$ cat src/rtl/core/clbs_pkg.sv
// Shared types and constants for the conveyor lift ball sequencer.
package clbs_pkg;

  // Drive levels are signed Q1.15
  localparam int unsigned LevelW = 16;
  // Tick-age counters and lockout length
  localparam int unsigned AgeW   = 16;
  localparam int unsigned CountW = 2;
  localparam int unsigned CodeW  = 3;
  localparam int unsigned CfgIdxW = 3;

  localparam logic [CountW-1:0] MaxBalls   = 2'd3;
  localparam logic [CountW-1:0] ResetBalls = 2'd2;
  localparam logic [AgeW-1:0]   AgeMax     = {AgeW{1'b1}};

  typedef logic signed [LevelW-1:0] level_t;
  typedef logic [AgeW-1:0]          age_t;
  typedef logic [CountW-1:0]        count_t;
  typedef logic [CodeW-1:0]         code_t;

  // Configuration register indexes
  typedef enum logic [CfgIdxW-1:0] {
    CfgIntakeHold   = 3'd0,
    CfgLiftSpeed    = 3'd1,
    CfgRevLiftSpeed = 3'd2,
    CfgRevIntSpeed  = 3'd3,
    CfgIntakeSpeed  = 3'd4
  } cfg_idx_e;

  // Reset values of the configuration registers
  localparam age_t   HoldReset     = 16'd50;
  localparam level_t FwdSpeedReset = 16'sh7FFF;
  localparam level_t RevSpeedReset = 16'sh8000;

  // Saturating increment of a tick age
  function automatic age_t age_inc(input age_t a);
    age_t r;
    r = (a == AgeMax) ? AgeMax : a + age_t'(1);
    return r;
  endfunction

endpackage

$ cat src/rtl/core/clbs_if.sv
// Channel interfaces: control tick in, drive result out.
interface clbs_in_if;
  logic                  valid;
  logic                  ready;
  logic                  top_raw;
  logic                  top_debounced;
  logic                  mid_raw;
  logic                  mid_debounced;
  logic                  bot_raw;
  logic                  fire_request;
  logic [15:0]           fire_lockout;
  logic                  reverse_request;
  logic                  queue_request;
  logic                  intake_cmd_valid;
  logic                  intake_on;

  modport source (
    output valid, top_raw, top_debounced, mid_raw, mid_debounced, bot_raw,
           fire_request, fire_lockout, reverse_request, queue_request,
           intake_cmd_valid, intake_on,
    input  ready
  );
  modport sink (
    input  valid, top_raw, top_debounced, mid_raw, mid_debounced, bot_raw,
           fire_request, fire_lockout, reverse_request, queue_request,
           intake_cmd_valid, intake_on,
    output ready
  );
endinterface

interface clbs_out_if;
  logic                valid;
  logic                ready;
  logic signed [15:0]  lift_drive;
  logic signed [15:0]  intake_drive;
  logic [1:0]          balls_held;
  logic [2:0]          sensor_code;

  modport source (
    output valid, lift_drive, intake_drive, balls_held, sensor_code,
    input  ready
  );
  modport sink (
    input  valid, lift_drive, intake_drive, balls_held, sensor_code,
    output ready
  );
endinterface

$ cat src/rtl/core/conveyor_lift_ball_sequencer_core.sv
// Lift/intake ball sequencer: one control tick in, one drive result out.
// An accepted tick's result is in the output register in the next cycle.
// Throughput: one tick per cycle while the output register is empty or taken;
// the state update and priority chain settle in one pass of logic ahead of it.
// Reset (async, active low): count 2, ages saturated, drives 0, flags clear,
// configuration at its defaults, output register empty.
module conveyor_lift_ball_sequencer_core (
  input  logic                              clk_i,
  input  logic                              rst_ni,
  input  logic                              cfg_we_i,
  input  logic [clbs_pkg::CfgIdxW-1:0]      cfg_idx_i,
  input  logic [15:0]                       cfg_data_i,
  clbs_in_if.sink                           in_i,
  clbs_out_if.source                        out_o
);

  // Configuration registers
  clbs_pkg::age_t   hold_q;
  clbs_pkg::level_t lift_speed_q, rev_lift_speed_q, rev_int_speed_q, int_speed_q;

  always_ff @(posedge clk_i or negedge rst_ni) begin
    if (!rst_ni) begin
      hold_q           <= clbs_pkg::HoldReset;
      lift_speed_q     <= clbs_pkg::FwdSpeedReset;
      rev_lift_speed_q <= clbs_pkg::RevSpeedReset;
      rev_int_speed_q  <= clbs_pkg::RevSpeedReset;
      int_speed_q      <= clbs_pkg::FwdSpeedReset;
    end else if (cfg_we_i) begin
      unique case (cfg_idx_i)
        clbs_pkg::CfgIntakeHold:   hold_q           <= cfg_data_i;
        clbs_pkg::CfgLiftSpeed:    lift_speed_q     <= cfg_data_i;
        clbs_pkg::CfgRevLiftSpeed: rev_lift_speed_q <= cfg_data_i;
        clbs_pkg::CfgRevIntSpeed:  rev_int_speed_q  <= cfg_data_i;
        clbs_pkg::CfgIntakeSpeed:  int_speed_q      <= cfg_data_i;
        default: ;
      endcase
    end
  end

  // Sequencer state
  clbs_pkg::count_t ball_count_q, ball_count_d;
  logic             last_top_q, last_top_d;
  logic             last_mid_q, last_mid_d;
  logic             fire_flag_q, fire_flag_d;
  logic             intake_flag_q, intake_flag_d;
  clbs_pkg::age_t   lockout_q, lockout_d;
  clbs_pkg::age_t   fire_age_q, fire_age_d;
  clbs_pkg::age_t   intake_age_q, intake_age_d;
  clbs_pkg::level_t lift_level_q, lift_level_d;
  clbs_pkg::level_t intake_level_q, intake_level_d;
  clbs_pkg::code_t  code_d;

  // Output register
  logic             out_valid_q;
  clbs_pkg::code_t  code_q;

  logic in_fire;
  assign in_i.ready = !out_valid_q || out_o.ready;
  assign in_fire    = in_i.valid && in_i.ready;

  // Tick update: pending commands, ages, priority chain, count
  always_comb begin
    logic top_now, top_now_d, mid_rise;
    top_now   = !in_i.top_raw;
    top_now_d = !in_i.top_debounced;
    mid_rise  = in_i.mid_debounced && !last_mid_q;

    fire_flag_d    = fire_flag_q || in_i.fire_request;
    lockout_d      = in_i.fire_request ? in_i.fire_lockout : lockout_q;
    intake_level_d = intake_level_q;
    if (in_i.intake_cmd_valid) begin
      intake_level_d = in_i.intake_on ? int_speed_q : '0;
    end

    fire_age_d    = clbs_pkg::age_inc(fire_age_q);
    intake_age_d  = clbs_pkg::age_inc(intake_age_q);
    intake_flag_d = intake_flag_q;
    if (fire_age_d < lockout_d) begin
      fire_flag_d = 1'b0;
    end
    if (intake_age_d > hold_q) begin
      intake_flag_d = 1'b0;
    end

    lift_level_d = lift_level_q;
    priority if (in_i.reverse_request) begin
      intake_level_d = rev_int_speed_q;
      lift_level_d   = rev_lift_speed_q;
    end else if (top_now && !last_top_q) begin
      // new raw top edge against last debounced presence
      fire_age_d = '0;
    end else if (fire_flag_d) begin
      lift_level_d = lift_speed_q;
    end else if (top_now) begin
      lift_level_d = '0;
    end else if (in_i.queue_request) begin
      lift_level_d = lift_speed_q;
    end else if (in_i.bot_raw) begin
      intake_flag_d = 1'b1;
      intake_age_d  = '0;
      lift_level_d  = lift_speed_q;
    end else if (mid_rise) begin
      intake_flag_d = 1'b0;
      lift_level_d  = '0;
    end else if (intake_flag_d) begin
      lift_level_d = lift_speed_q;
    end else begin
      lift_level_d = '0;
    end

    ball_count_d = ball_count_q;
    if (in_i.reverse_request) begin
      if (!in_i.mid_debounced && last_mid_q && (ball_count_d != '0)) begin
        ball_count_d = ball_count_d - clbs_pkg::count_t'(1);
      end
    end else begin
      if (!top_now_d && last_top_q && (ball_count_d != '0)) begin
        ball_count_d = ball_count_d - clbs_pkg::count_t'(1);
      end
      if (mid_rise && (ball_count_d < clbs_pkg::MaxBalls)) begin
        ball_count_d = ball_count_d + clbs_pkg::count_t'(1);
      end
    end

    last_top_d = top_now_d;
    last_mid_d = in_i.mid_debounced;
    if (!top_now_d) begin
      fire_flag_d = 1'b0;
    end

    code_d = {!in_i.top_raw, !in_i.mid_raw, !in_i.bot_raw};
  end

  // Control state
  always_ff @(posedge clk_i or negedge rst_ni) begin
    if (!rst_ni) begin
      ball_count_q   <= clbs_pkg::ResetBalls;
      last_top_q     <= 1'b0;
      last_mid_q     <= 1'b0;
      fire_flag_q    <= 1'b0;
      intake_flag_q  <= 1'b0;
      lockout_q      <= '0;
      fire_age_q     <= clbs_pkg::AgeMax;
      intake_age_q   <= clbs_pkg::AgeMax;
      lift_level_q   <= '0;
      intake_level_q <= '0;
    end else if (in_fire) begin
      ball_count_q   <= ball_count_d;
      last_top_q     <= last_top_d;
      last_mid_q     <= last_mid_d;
      fire_flag_q    <= fire_flag_d;
      intake_flag_q  <= intake_flag_d;
      lockout_q      <= lockout_d;
      fire_age_q     <= fire_age_d;
      intake_age_q   <= intake_age_d;
      lift_level_q   <= lift_level_d;
      intake_level_q <= intake_level_d;
    end
  end

  // Result valid flag
  always_ff @(posedge clk_i or negedge rst_ni) begin
    if (!rst_ni) begin
      out_valid_q <= 1'b0;
    end else if (in_fire) begin
      out_valid_q <= 1'b1;
    end else if (out_o.ready) begin
      out_valid_q <= 1'b0;
    end
  end

  // Sensor code is the only result field not held in state
  always_ff @(posedge clk_i) begin
    if (in_fire) begin
      code_q <= code_d;
    end
  end

  assign out_o.valid        = out_valid_q;
  assign out_o.lift_drive   = lift_level_q;
  assign out_o.intake_drive = intake_level_q;
  assign out_o.balls_held   = ball_count_q;
  assign out_o.sensor_code  = code_q;

`ifndef SYNTHESIS
  // count holds when no transaction is taken
  assert property (@(posedge clk_i) disable iff (!rst_ni)
    !in_fire |=> $stable(ball_count_q))
    else $error("ball count moved without a transaction");

  // a reverse tick loads the reverse lift level
  assert property (@(posedge clk_i) disable iff (!rst_ni)
    (in_fire && in_i.reverse_request) |=> (lift_level_q == $past(rev_lift_speed_q)))
    else $error("reverse tick did not load reverse lift level");

  // count moves by at most one per transaction
  assert property (@(posedge clk_i) disable iff (!rst_ni)
    in_fire |=> ((ball_count_q == $past(ball_count_q))
              || (ball_count_q == $past(ball_count_q) + clbs_pkg::count_t'(1))
              || (ball_count_q == $past(ball_count_q) - clbs_pkg::count_t'(1))))
    else $error("ball count jumped by more than one");
`endif

endmodule
$ cat src/flat_wrapper.sv
// flat-port wrapper written by rule: the top's interface ports become plain ports
module conveyor_lift_ball_sequencer_core_flat 
  (clk_i, rst_ni, cfg_we_i, cfg_idx_i, cfg_data_i, in_i_valid, in_i_top_raw, in_i_top_debounced, in_i_mid_raw, in_i_mid_debounced, in_i_bot_raw, in_i_fire_request, in_i_fire_lockout, in_i_reverse_request, in_i_queue_request, in_i_intake_cmd_valid, in_i_intake_on, in_i_ready, out_o_valid, out_o_lift_drive, out_o_intake_drive, out_o_balls_held, out_o_sensor_code, out_o_ready);
  clbs_in_if in_i_i ();
  clbs_out_if out_o_i ();
  input  logic clk_i;
  input  logic rst_ni;
  input  logic cfg_we_i;
  input  logic [clbs_pkg::CfgIdxW-1:0] cfg_idx_i;
  input  logic [15:0] cfg_data_i;
  input wire logic [$bits(in_i_i.valid)-1:0] in_i_valid;
  input wire logic [$bits(in_i_i.top_raw)-1:0] in_i_top_raw;
  input wire logic [$bits(in_i_i.top_debounced)-1:0] in_i_top_debounced;
  input wire logic [$bits(in_i_i.mid_raw)-1:0] in_i_mid_raw;
  input wire logic [$bits(in_i_i.mid_debounced)-1:0] in_i_mid_debounced;
  input wire logic [$bits(in_i_i.bot_raw)-1:0] in_i_bot_raw;
  input wire logic [$bits(in_i_i.fire_request)-1:0] in_i_fire_request;
  input wire logic [$bits(in_i_i.fire_lockout)-1:0] in_i_fire_lockout;
  input wire logic [$bits(in_i_i.reverse_request)-1:0] in_i_reverse_request;
  input wire logic [$bits(in_i_i.queue_request)-1:0] in_i_queue_request;
  input wire logic [$bits(in_i_i.intake_cmd_valid)-1:0] in_i_intake_cmd_valid;
  input wire logic [$bits(in_i_i.intake_on)-1:0] in_i_intake_on;
  output wire logic [$bits(in_i_i.ready)-1:0] in_i_ready;
  output wire logic [$bits(out_o_i.valid)-1:0] out_o_valid;
  output wire logic [$bits(out_o_i.lift_drive)-1:0] out_o_lift_drive;
  output wire logic [$bits(out_o_i.intake_drive)-1:0] out_o_intake_drive;
  output wire logic [$bits(out_o_i.balls_held)-1:0] out_o_balls_held;
  output wire logic [$bits(out_o_i.sensor_code)-1:0] out_o_sensor_code;
  input wire logic [$bits(out_o_i.ready)-1:0] out_o_ready;
  assign in_i_i.valid = in_i_valid;
  assign in_i_i.top_raw = in_i_top_raw;
  assign in_i_i.top_debounced = in_i_top_debounced;
  assign in_i_i.mid_raw = in_i_mid_raw;
  assign in_i_i.mid_debounced = in_i_mid_debounced;
  assign in_i_i.bot_raw = in_i_bot_raw;
  assign in_i_i.fire_request = in_i_fire_request;
  assign in_i_i.fire_lockout = in_i_fire_lockout;
  assign in_i_i.reverse_request = in_i_reverse_request;
  assign in_i_i.queue_request = in_i_queue_request;
  assign in_i_i.intake_cmd_valid = in_i_intake_cmd_valid;
  assign in_i_i.intake_on = in_i_intake_on;
  assign in_i_ready = in_i_i.ready;
  assign out_o_valid = out_o_i.valid;
  assign out_o_lift_drive = out_o_i.lift_drive;
  assign out_o_intake_drive = out_o_i.intake_drive;
  assign out_o_balls_held = out_o_i.balls_held;
  assign out_o_sensor_code = out_o_i.sensor_code;
  assign out_o_i.ready = out_o_ready;
  conveyor_lift_ball_sequencer_core u_core (.clk_i(clk_i), .rst_ni(rst_ni), .cfg_we_i(cfg_we_i), .cfg_idx_i(cfg_idx_i), .cfg_data_i(cfg_data_i), .in_i(in_i_i), .out_o(out_o_i));
endmodule
$ cat config.mk
export PLATFORM = sky130hd
export DESIGN_NAME = conveyor_lift_ball_sequencer_core_flat
export DESIGN_NICKNAME = d
export VERILOG_FILES = /design/src/rtl/core/clbs_pkg.sv /design/src/rtl/core/clbs_if.sv /design/src/rtl/core/conveyor_lift_ball_sequencer_core.sv /design/src/flat_wrapper.sv
export SDC_FILE = /design/constraint.sdc
export NUM_CORES = 1
export LEC_CHECK = 0
export ABC_AREA = 1
export BUFFER_PORTS_ARGS = -buffer_cell sky130_fd_sc_hd__buf_2
export CELL_PAD_IN_SITES_DETAIL_PLACEMENT = 0
export CELL_PAD_IN_SITES_GLOBAL_PLACEMENT = 1
export CORE_ASPECT_RATIO = 1.5
export CORE_UTILIZATION = 35
export CTS_CLUSTER_SIZE = 12
export DETAILED_ROUTE_END_ITERATION = 6
export HOLD_SLACK_MARGIN = 0.12
export PLACE_DENSITY = 0.65
export SYNTH_ARGS = -nofsm -noshare
export SYNTH_HDL_FRONTEND = slang
export SYNTH_SLANG_ARGS = --single-unit
export TNS_END_PERCENT = 20
$ cat constraint.sdc
create_clock -name clk_i -period 3.6 [get_ports clk_i]
set_input_delay 0.36 -clock clk_i [delete_from_list [all_inputs] [get_ports clk_i]]
set_output_delay 0.36 -clock clk_i [all_outputs]
set_load 0.02 [all_outputs]
### After elaboration in Yosys (flattened, before gate mapping)

Cells that the tools add are included.

* bits in registers: 170
* input port bits: 50
* output and inout port bits: 39
* logic and storage cells: 101

* $add $sub $neg: 4
* magnitude comparators: 3
* eq/ne operators: 8
* muxes and demuxes: 39
* reductions and logical operators: 30

Operators by type and width (count)
* $mux 16: 22
* $add 16x1->16 const B: 2
* $eq 16x16->1 const B: 2
* $gt 16x16->1: 1
* $lt 16x16->1: 1
* $reduce_and 2->1: 8
* $mux 1: 12
* $mux 2: 5
* $logic_and 1x1->1: 8
* $logic_not 1->1: 8
* $eq 3x2->1 const B: 2
* $reduce_bool 2->1: 3
* $eq 3x1->1 const B: 1
* $eq 3x3->1 const B: 1
* $logic_not 3->1: 1
* $add 2x1->2 const B: 1
* $logic_or 1x1->1: 2
* $lt 2x2->1 const B: 1
* $ne 2x1->1 const B: 1
* $ne 2x2->1 const B: 1
* $sub 2x1->2 const B: 1

### Logic depth before layout (Yosys ltp)

* word-level depth: 12
* gate-level depth with buffers: 25
* depth with buffers taken out: 23

### Worst setup path after synthesis

Ideal clock, no wire load.

* kind: flip-flop to flip-flop
* start: register u_core.intake_age_q[0]
* end: register u_core.lift_level_q[10], in the netlist u_core.out_o.lift_drive[10]
* library setup time: 0.122 ns
* arrival: 3.108 ns
* data required time: 3.478 ns
* path slack: 0.370 ns
* stages on the path, launching flop included: 23
* period minus slack after synthesis: 3.230 ns
* cell sequence: dfstp_2 ha_1 nand2_1 nor2_1 nand2_1 nor2_2 nand3_2 nor3_2 xor2_1 or2_1 ha_1 nand4_1 nor2_1 nand2_1 nand2_1 nand2_1 nand3_1 nand2_1 o21ai_0 nand2_4 buf_12 nand2_2 a21oi_2

* cells in the longest elaborated chain, start to end: 12
* elaborated cells on any way between the ends: 13

Ends and longest elaborated chain
* from (decl): line conveyor_lift_ball_sequencer_core.sv:48 `clbs_pkg::age_t intake_age_q, intake_age_d;`
* from (signal assigned): line conveyor_lift_ball_sequencer_core.sv:144 `intake_age_q <= clbs_pkg::AgeMax;`
* from (signal assigned): line conveyor_lift_ball_sequencer_core.sv:155 `intake_age_q <= intake_age_d;`
* $add 16x1->16 / $eq 16x16->1 (equally long branches): line clbs_pkg.sv:38 `r = (a == AgeMax) ? AgeMax : a + age_t'(1);`
* $mux 16 (*): line clbs_pkg.sv:38
* $gt 16x16->1 (*): line conveyor_lift_ball_sequencer_core.sv:81 `if (intake_age_d > hold_q) begin`
* $mux 1 (*): line conveyor_lift_ball_sequencer_core.sv:81
* $mux 16 (*): line conveyor_lift_ball_sequencer_core.sv:105 `end else if (intake_flag_d) begin`
* $mux 16 (*): line conveyor_lift_ball_sequencer_core.sv:102 `end else if (mid_rise) begin`
* $mux 16 (*): line conveyor_lift_ball_sequencer_core.sv:98 `end else if (in_i.bot_raw) begin`
* $mux 16 (*): line conveyor_lift_ball_sequencer_core.sv:96 `end else if (in_i.queue_request) begin`
* $mux 16 (*): line conveyor_lift_ball_sequencer_core.sv:94 `end else if (top_now) begin`
* $mux 16 (*): line conveyor_lift_ball_sequencer_core.sv:92 `end else if (fire_flag_d) begin`
* $mux 16 (*): line conveyor_lift_ball_sequencer_core.sv:89 `end else if (top_now && !last_top_q) begin`
* $mux 16 (*): line conveyor_lift_ball_sequencer_core.sv:86 `priority if (in_i.reverse_request) begin`
* to (signal assigned): line conveyor_lift_ball_sequencer_core.sv:156 `lift_level_q <= lift_level_d;`
* to (decl): line conveyor_lift_ball_sequencer_core.sv:49 `clbs_pkg::level_t lift_level_q, lift_level_d;`

Every way passes the cells marked *; elsewhere a longest branch is shown, timed or not. The select of a mux whose other input is x is not followed.
A chain may end at the register's enable or synchronous reset.

### Worst setup path in the final report

* start: register u_core.intake_age_q[0]
* end: register u_core.lift_level_q[4], in the netlist u_core.out_o.lift_drive[4]

The elaborated chain is that of the path after synthesis.

==> results.txt <==
----------------------------------------------------
[Outcome]
  Status ... finished clean

[Power]
  Peak supply drop ... 0.000338 V
  Total leakage power ... 5.11 nW
  Power density over the cells ... 592 mW/mm^2
  Final Total Pwr ... 0.00618 W

[Hold path]
  Hold WC Path Type ... primary input to register
  Worst hold path depth ... 2
  Hold_sp ... in_i_mid_raw
  Worst hold endpoint ... u_core.out_o.sensor_code[1]$_DFFE_PP_

[CTS]
  Root buffer cell ... clkbuf_16
  Clock latency on the worst-skew pair ... 430 ps
  Longest Clk Path Bufs ... 2
  Num Clock Sinks ... 170
  Maximum level of the CTS H-tree ... 4
  TritonCTS clock tree ... yes
  CTS clk-pin slew, worst paths ... 60 ps
  Number of buffers added by the clock tree synthesis step ... 17

[Drt]
  DRC viols ... 0
  First-pass iteration count of the detailed router ... 5
  Avg Vias per Cell ... 4.71
  Detailed-routed wire length on met2 ... 11500 um
  Met3 routed WL ... 658 um
  Count of vias placed by the detailed router ... 6995
  Post-route met1 wirelength ... 10200 um
  Detail-routed net length per standard cell ... 15.4 um
  Wire length reported by the detailed router ... 22900 um
  Antenna-violating nets left ... 0
  Max Used Layer ... met4
  1st-iter DRT viols ... 332

[Worst setup path]
  Cell type of the slowest stage on the worst timing path ... dfstp_2
  CP Class ... register to register
  Worst R2R Setup Slack ... 270 ps
  Most frequent CP cell ... nand2_1
  Required time at the endpoint of the critical path ... 3920 ps
  Critical path capture point type ... register
  R2R Path End ... u_core.out_o.lift_drive[4]$_DFFE_PN0P_
  Crit path cell chain ... ha_2 > nand2_1 > nor2_2 > nand2_1 > nor2_4 > nand3_4 > nor3_4 > xor2_1 > or2_1 > ha_1 > nand4_1 > nor2_2 > nand2_1 > nand2_1 > nand2_2 > nand3_2 > nand2_1 > o21ai_2 > nand2_4 > buf_12 > nand2_1 > a21oi_1
  Critical path fanouts, max ... 16
  Type of origin of the critical path ... register
  Data arrival, critical path ... 3650 ps
  Crit-path max cell delay ... 560 ps
  Worst reg2reg path startpoint ... u_core.intake_age_q[0]$_DFFE_PN1P_
  Logic depth of the worst register-to-register path ... 22

[Yosys]
  Simple-gate area share of the yosys netlist ... 22.3%
  Number of enable-type register cells in the synthesized netlist ... 3
  Area contributors post-synth ... dfrtp_1 (28%), dfstp_2 (20%), nand2_1 (11%)
  Synthesized netlist cell count ... 1066
  Count of unique library cells instantiated by Yosys ... 47
  XOR/XNOR share of the synthesized area ... 1.86%
  Fraction of synthesized cell area taken by the top area cell type ... 27.7%
  Share of synthesized area spent on multiplexers ... 1.79%
  Largest area contributor in the synthesized netlist ... dfrtp_1
  Yosys Warn Count ... 0
  Async SR Flop Fraction ... 98.2%
  Adder-cell share of the synthesized area ... 4.90%
  Synthesized-area fraction occupied by ao, oa, aoi and oai cells ... 12.2%
  Mean instance size in the synthesized netlist ... 8.39 um^2
  Flip-flop and latch count after synthesis ... 170
  Synthesized cell area ... 0.00894 mm^2
  Register area share after synthesis ... 48.7%
  Syn Nets ... 1151
  Combinational family with the most area after synthesis ... simple AND/OR/NAND/NOR gates
  Most common flop cell mapped by yosys ... dfrtp_1

[Timing]
  Number of setup violations in the final report ... 0
  Worst hold margin ... 158 ps
  Number of max-slew violations in the final report ... 0
  Final Hold Fails ... 0
  Transition time at the pin with the least slew margin ... 1080 ps
  Shortest clock period the worst path allows after layout ... 3330 ps
  Relative slew slack ... 27.5%
  Unrepaired setup endpoints after global routing ... no
  Clock Skews ... 10.0 ps
  Max Fclk ... 0.300 GHz
  Setup TNS ... 0 ps
  Final period util ... 92.6%

[Cells and area]
  Diodes inserted ... 0
  Layout Nets ... 1230
  Ratio of cells with drive above 1 in the final layout ... 23.4%
  Area growth from synthesis to final layout ... 16.7%
  Filler cells ... 2645

[Global route]
  Global Route Usage Sum ... 18.6%
  Total congestion overflow after global routing ... 0
  Via count of the first global-routing pass ... 7143
  Maximum number of pins on one net before global-route repair ... 74
  Initial antenna violation count ... 0
  Wire length of the first global-routing pass ... 37600 um

[Die]
  Core Footprint ... 0.0251 mm^2
  Die X ... 133 um
  Die span in y ... 198 um
  Overall die area ... 0.0262 mm^2
  Row cnt ... 71
  Starting utilization of the core area ... 35.7%
  Top-Level Pins ... 89

[Job]
  Reported max-cap violation count ... 0

[Placement]
  Routability Congestion ... 0.810
  HPWL after detailed placement ... 15900 um
  Quantity of I/O buffers inserted on ports ... 88

----------------------------------------------------
-- state kept, by name, summed over array words and instances, names as in the netlist, 2 cells and up --
signal,cells
u_core.hold_q,16
u_core.out_o.sensor_code,3
u_core.lockout_q,16
u_core.fire_age_q,16
u_core.out_o.intake_drive,16
u_core.out_o.lift_drive,16
u_core.lift_speed_q,16
u_core.rev_lift_speed_q,16
u_core.rev_int_speed_q,16
u_core.int_speed_q,16
u_core.out_o.balls_held,2
u_core.intake_age_q,16
-- cell usage after synthesis, types with 7 or more instances --
cell type and number:
a21oi_1 37, a21oi_2 10, clkbuf_1 34, dfrtp_1 99, dfstp_2 68, ha_1 35
inv_1 118, mux2i_1 16, nand2_1 254, nand2_2 14, nand3_1 51, nand4_1 7
nor2_1 98, nor3_1 8, o21a_1 17, o21ai_0 117, xor2_1 19
-- stage by stage --
step / utilization [%] / cells / worst slack [ps] / area, um^2
CTS: 41.2 / 1484 / 55.1 / 10300
detailed placement: 38.6 / 1450 / 12.1 / 9680
floorplan: - / 1066 / 370 / 8940
finish: 41.6 / 1486 / 268 / 10400
global placement: 38.6 / 1450 / 71.9 / 9680
global route: 41.6 / 1486 / 5.47 / 10400
-- routing by layer --
metal,GRT usage [%],vias to the layer above
met1,22.5,3289
met3,2.94,21
met5,0,-
met2,32.8,108
met4,7.28,0
li1,-,3577
-- critical path, delay by kind of cell (launching register included) --
kind,cells,cell delay [ps]
XOR/XNOR,1,90
buffers and inverters,1,160
AO/OA/AOI/OAI,2,200
adder cells (fa/ha/maj),2,490
flip-flops,1,560
AND/OR/NAND/NOR,16,1690
-- placed cells by master (no fill, tap or decap), drive strengths merged, types with 19 or more instances in the layout --
master and n:
nand2 272, xor2 19, clkbuf 22, o21ai 119, inv 124, dfstp 68, buf 105, a21oi 47
dfrtp 99, nand3 57, nor2 103, ha 35
-- logic make-up after synthesis --
kind of cell | after synthesis
AO/OA/AOI/OAI | 196
XOR/XNOR | 19
adder cells (fa/ha/maj) | 35
buffers and inverters | 173
flip-flops | 170
multiplexers | 16
AND/OR/NAND/NOR | 457
-- power by group --
part           internal [W]  leakage (nW)  switching (W)
Sequential          0.00242          1.96       0.000263
Combinational      0.000600          2.86       0.000975
Clock               0.00115         0.297       0.000778
-- worst max-delay path by stage --
stage,startpoint,to,slack (ps),cells past startpoint
finish,u_core.intake_age_q[0]$_DFFE_PN1P_,u_core.out_o.lift_drive[4]$_DFFE_PN0P_,270,22
global route,u_core.intake_age_q[0]$_DFFE_PN1P_,u_core.out_o.lift_drive[3]$_DFFE_PN0P_,5,22
CTS,u_core.intake_age_q[0]$_DFFE_PN1P_,u_core.out_o.lift_drive[3]$_DFFE_PN0P_,60,22
detailed placement,u_core.intake_age_q[0]$_DFFE_PN1P_,u_core.out_o.lift_drive[0]$_DFFE_PN0P_,10,21
global placement,u_core.intake_age_q[0]$_DFFE_PN1P_,u_core.out_o.lift_drive[1]$_DFFE_PN0P_,70,21
floorplan,u_core.intake_age_q[0]$_DFFE_PN1P_,u_core.out_o.lift_drive[10]$_DFFE_PN0P_,370,22
-- what timing repair did --
item | 4_1_cts | 5_1_grt
hold buffers | 1 | 0
buffers inserted | 1 | 1
pin swaps | 1 | 5
endpoints found under the hold margin | 36 | 0
resized for setup | 0 | 21
gates cloned | 0 | 1
endpoints found under the setup margin | 16 | 33
-- cell type report --
class / count / area (um^2) / share of cell area (%)
Inverter: 126 / 473 / 4.53
Multi-Input combinational cell: 724 / 3960 / 38.0
Clock inverter: 10 / 138 / 1.32
Timing Repair Buffer: 106 / 622 / 5.96
Tap cell: 328 / 410 / 3.93
Sequential cell: 170 / 4350 / 41.7
Clock buffer: 22 / 474 / 4.55
(Power assumes the default switching activity.)
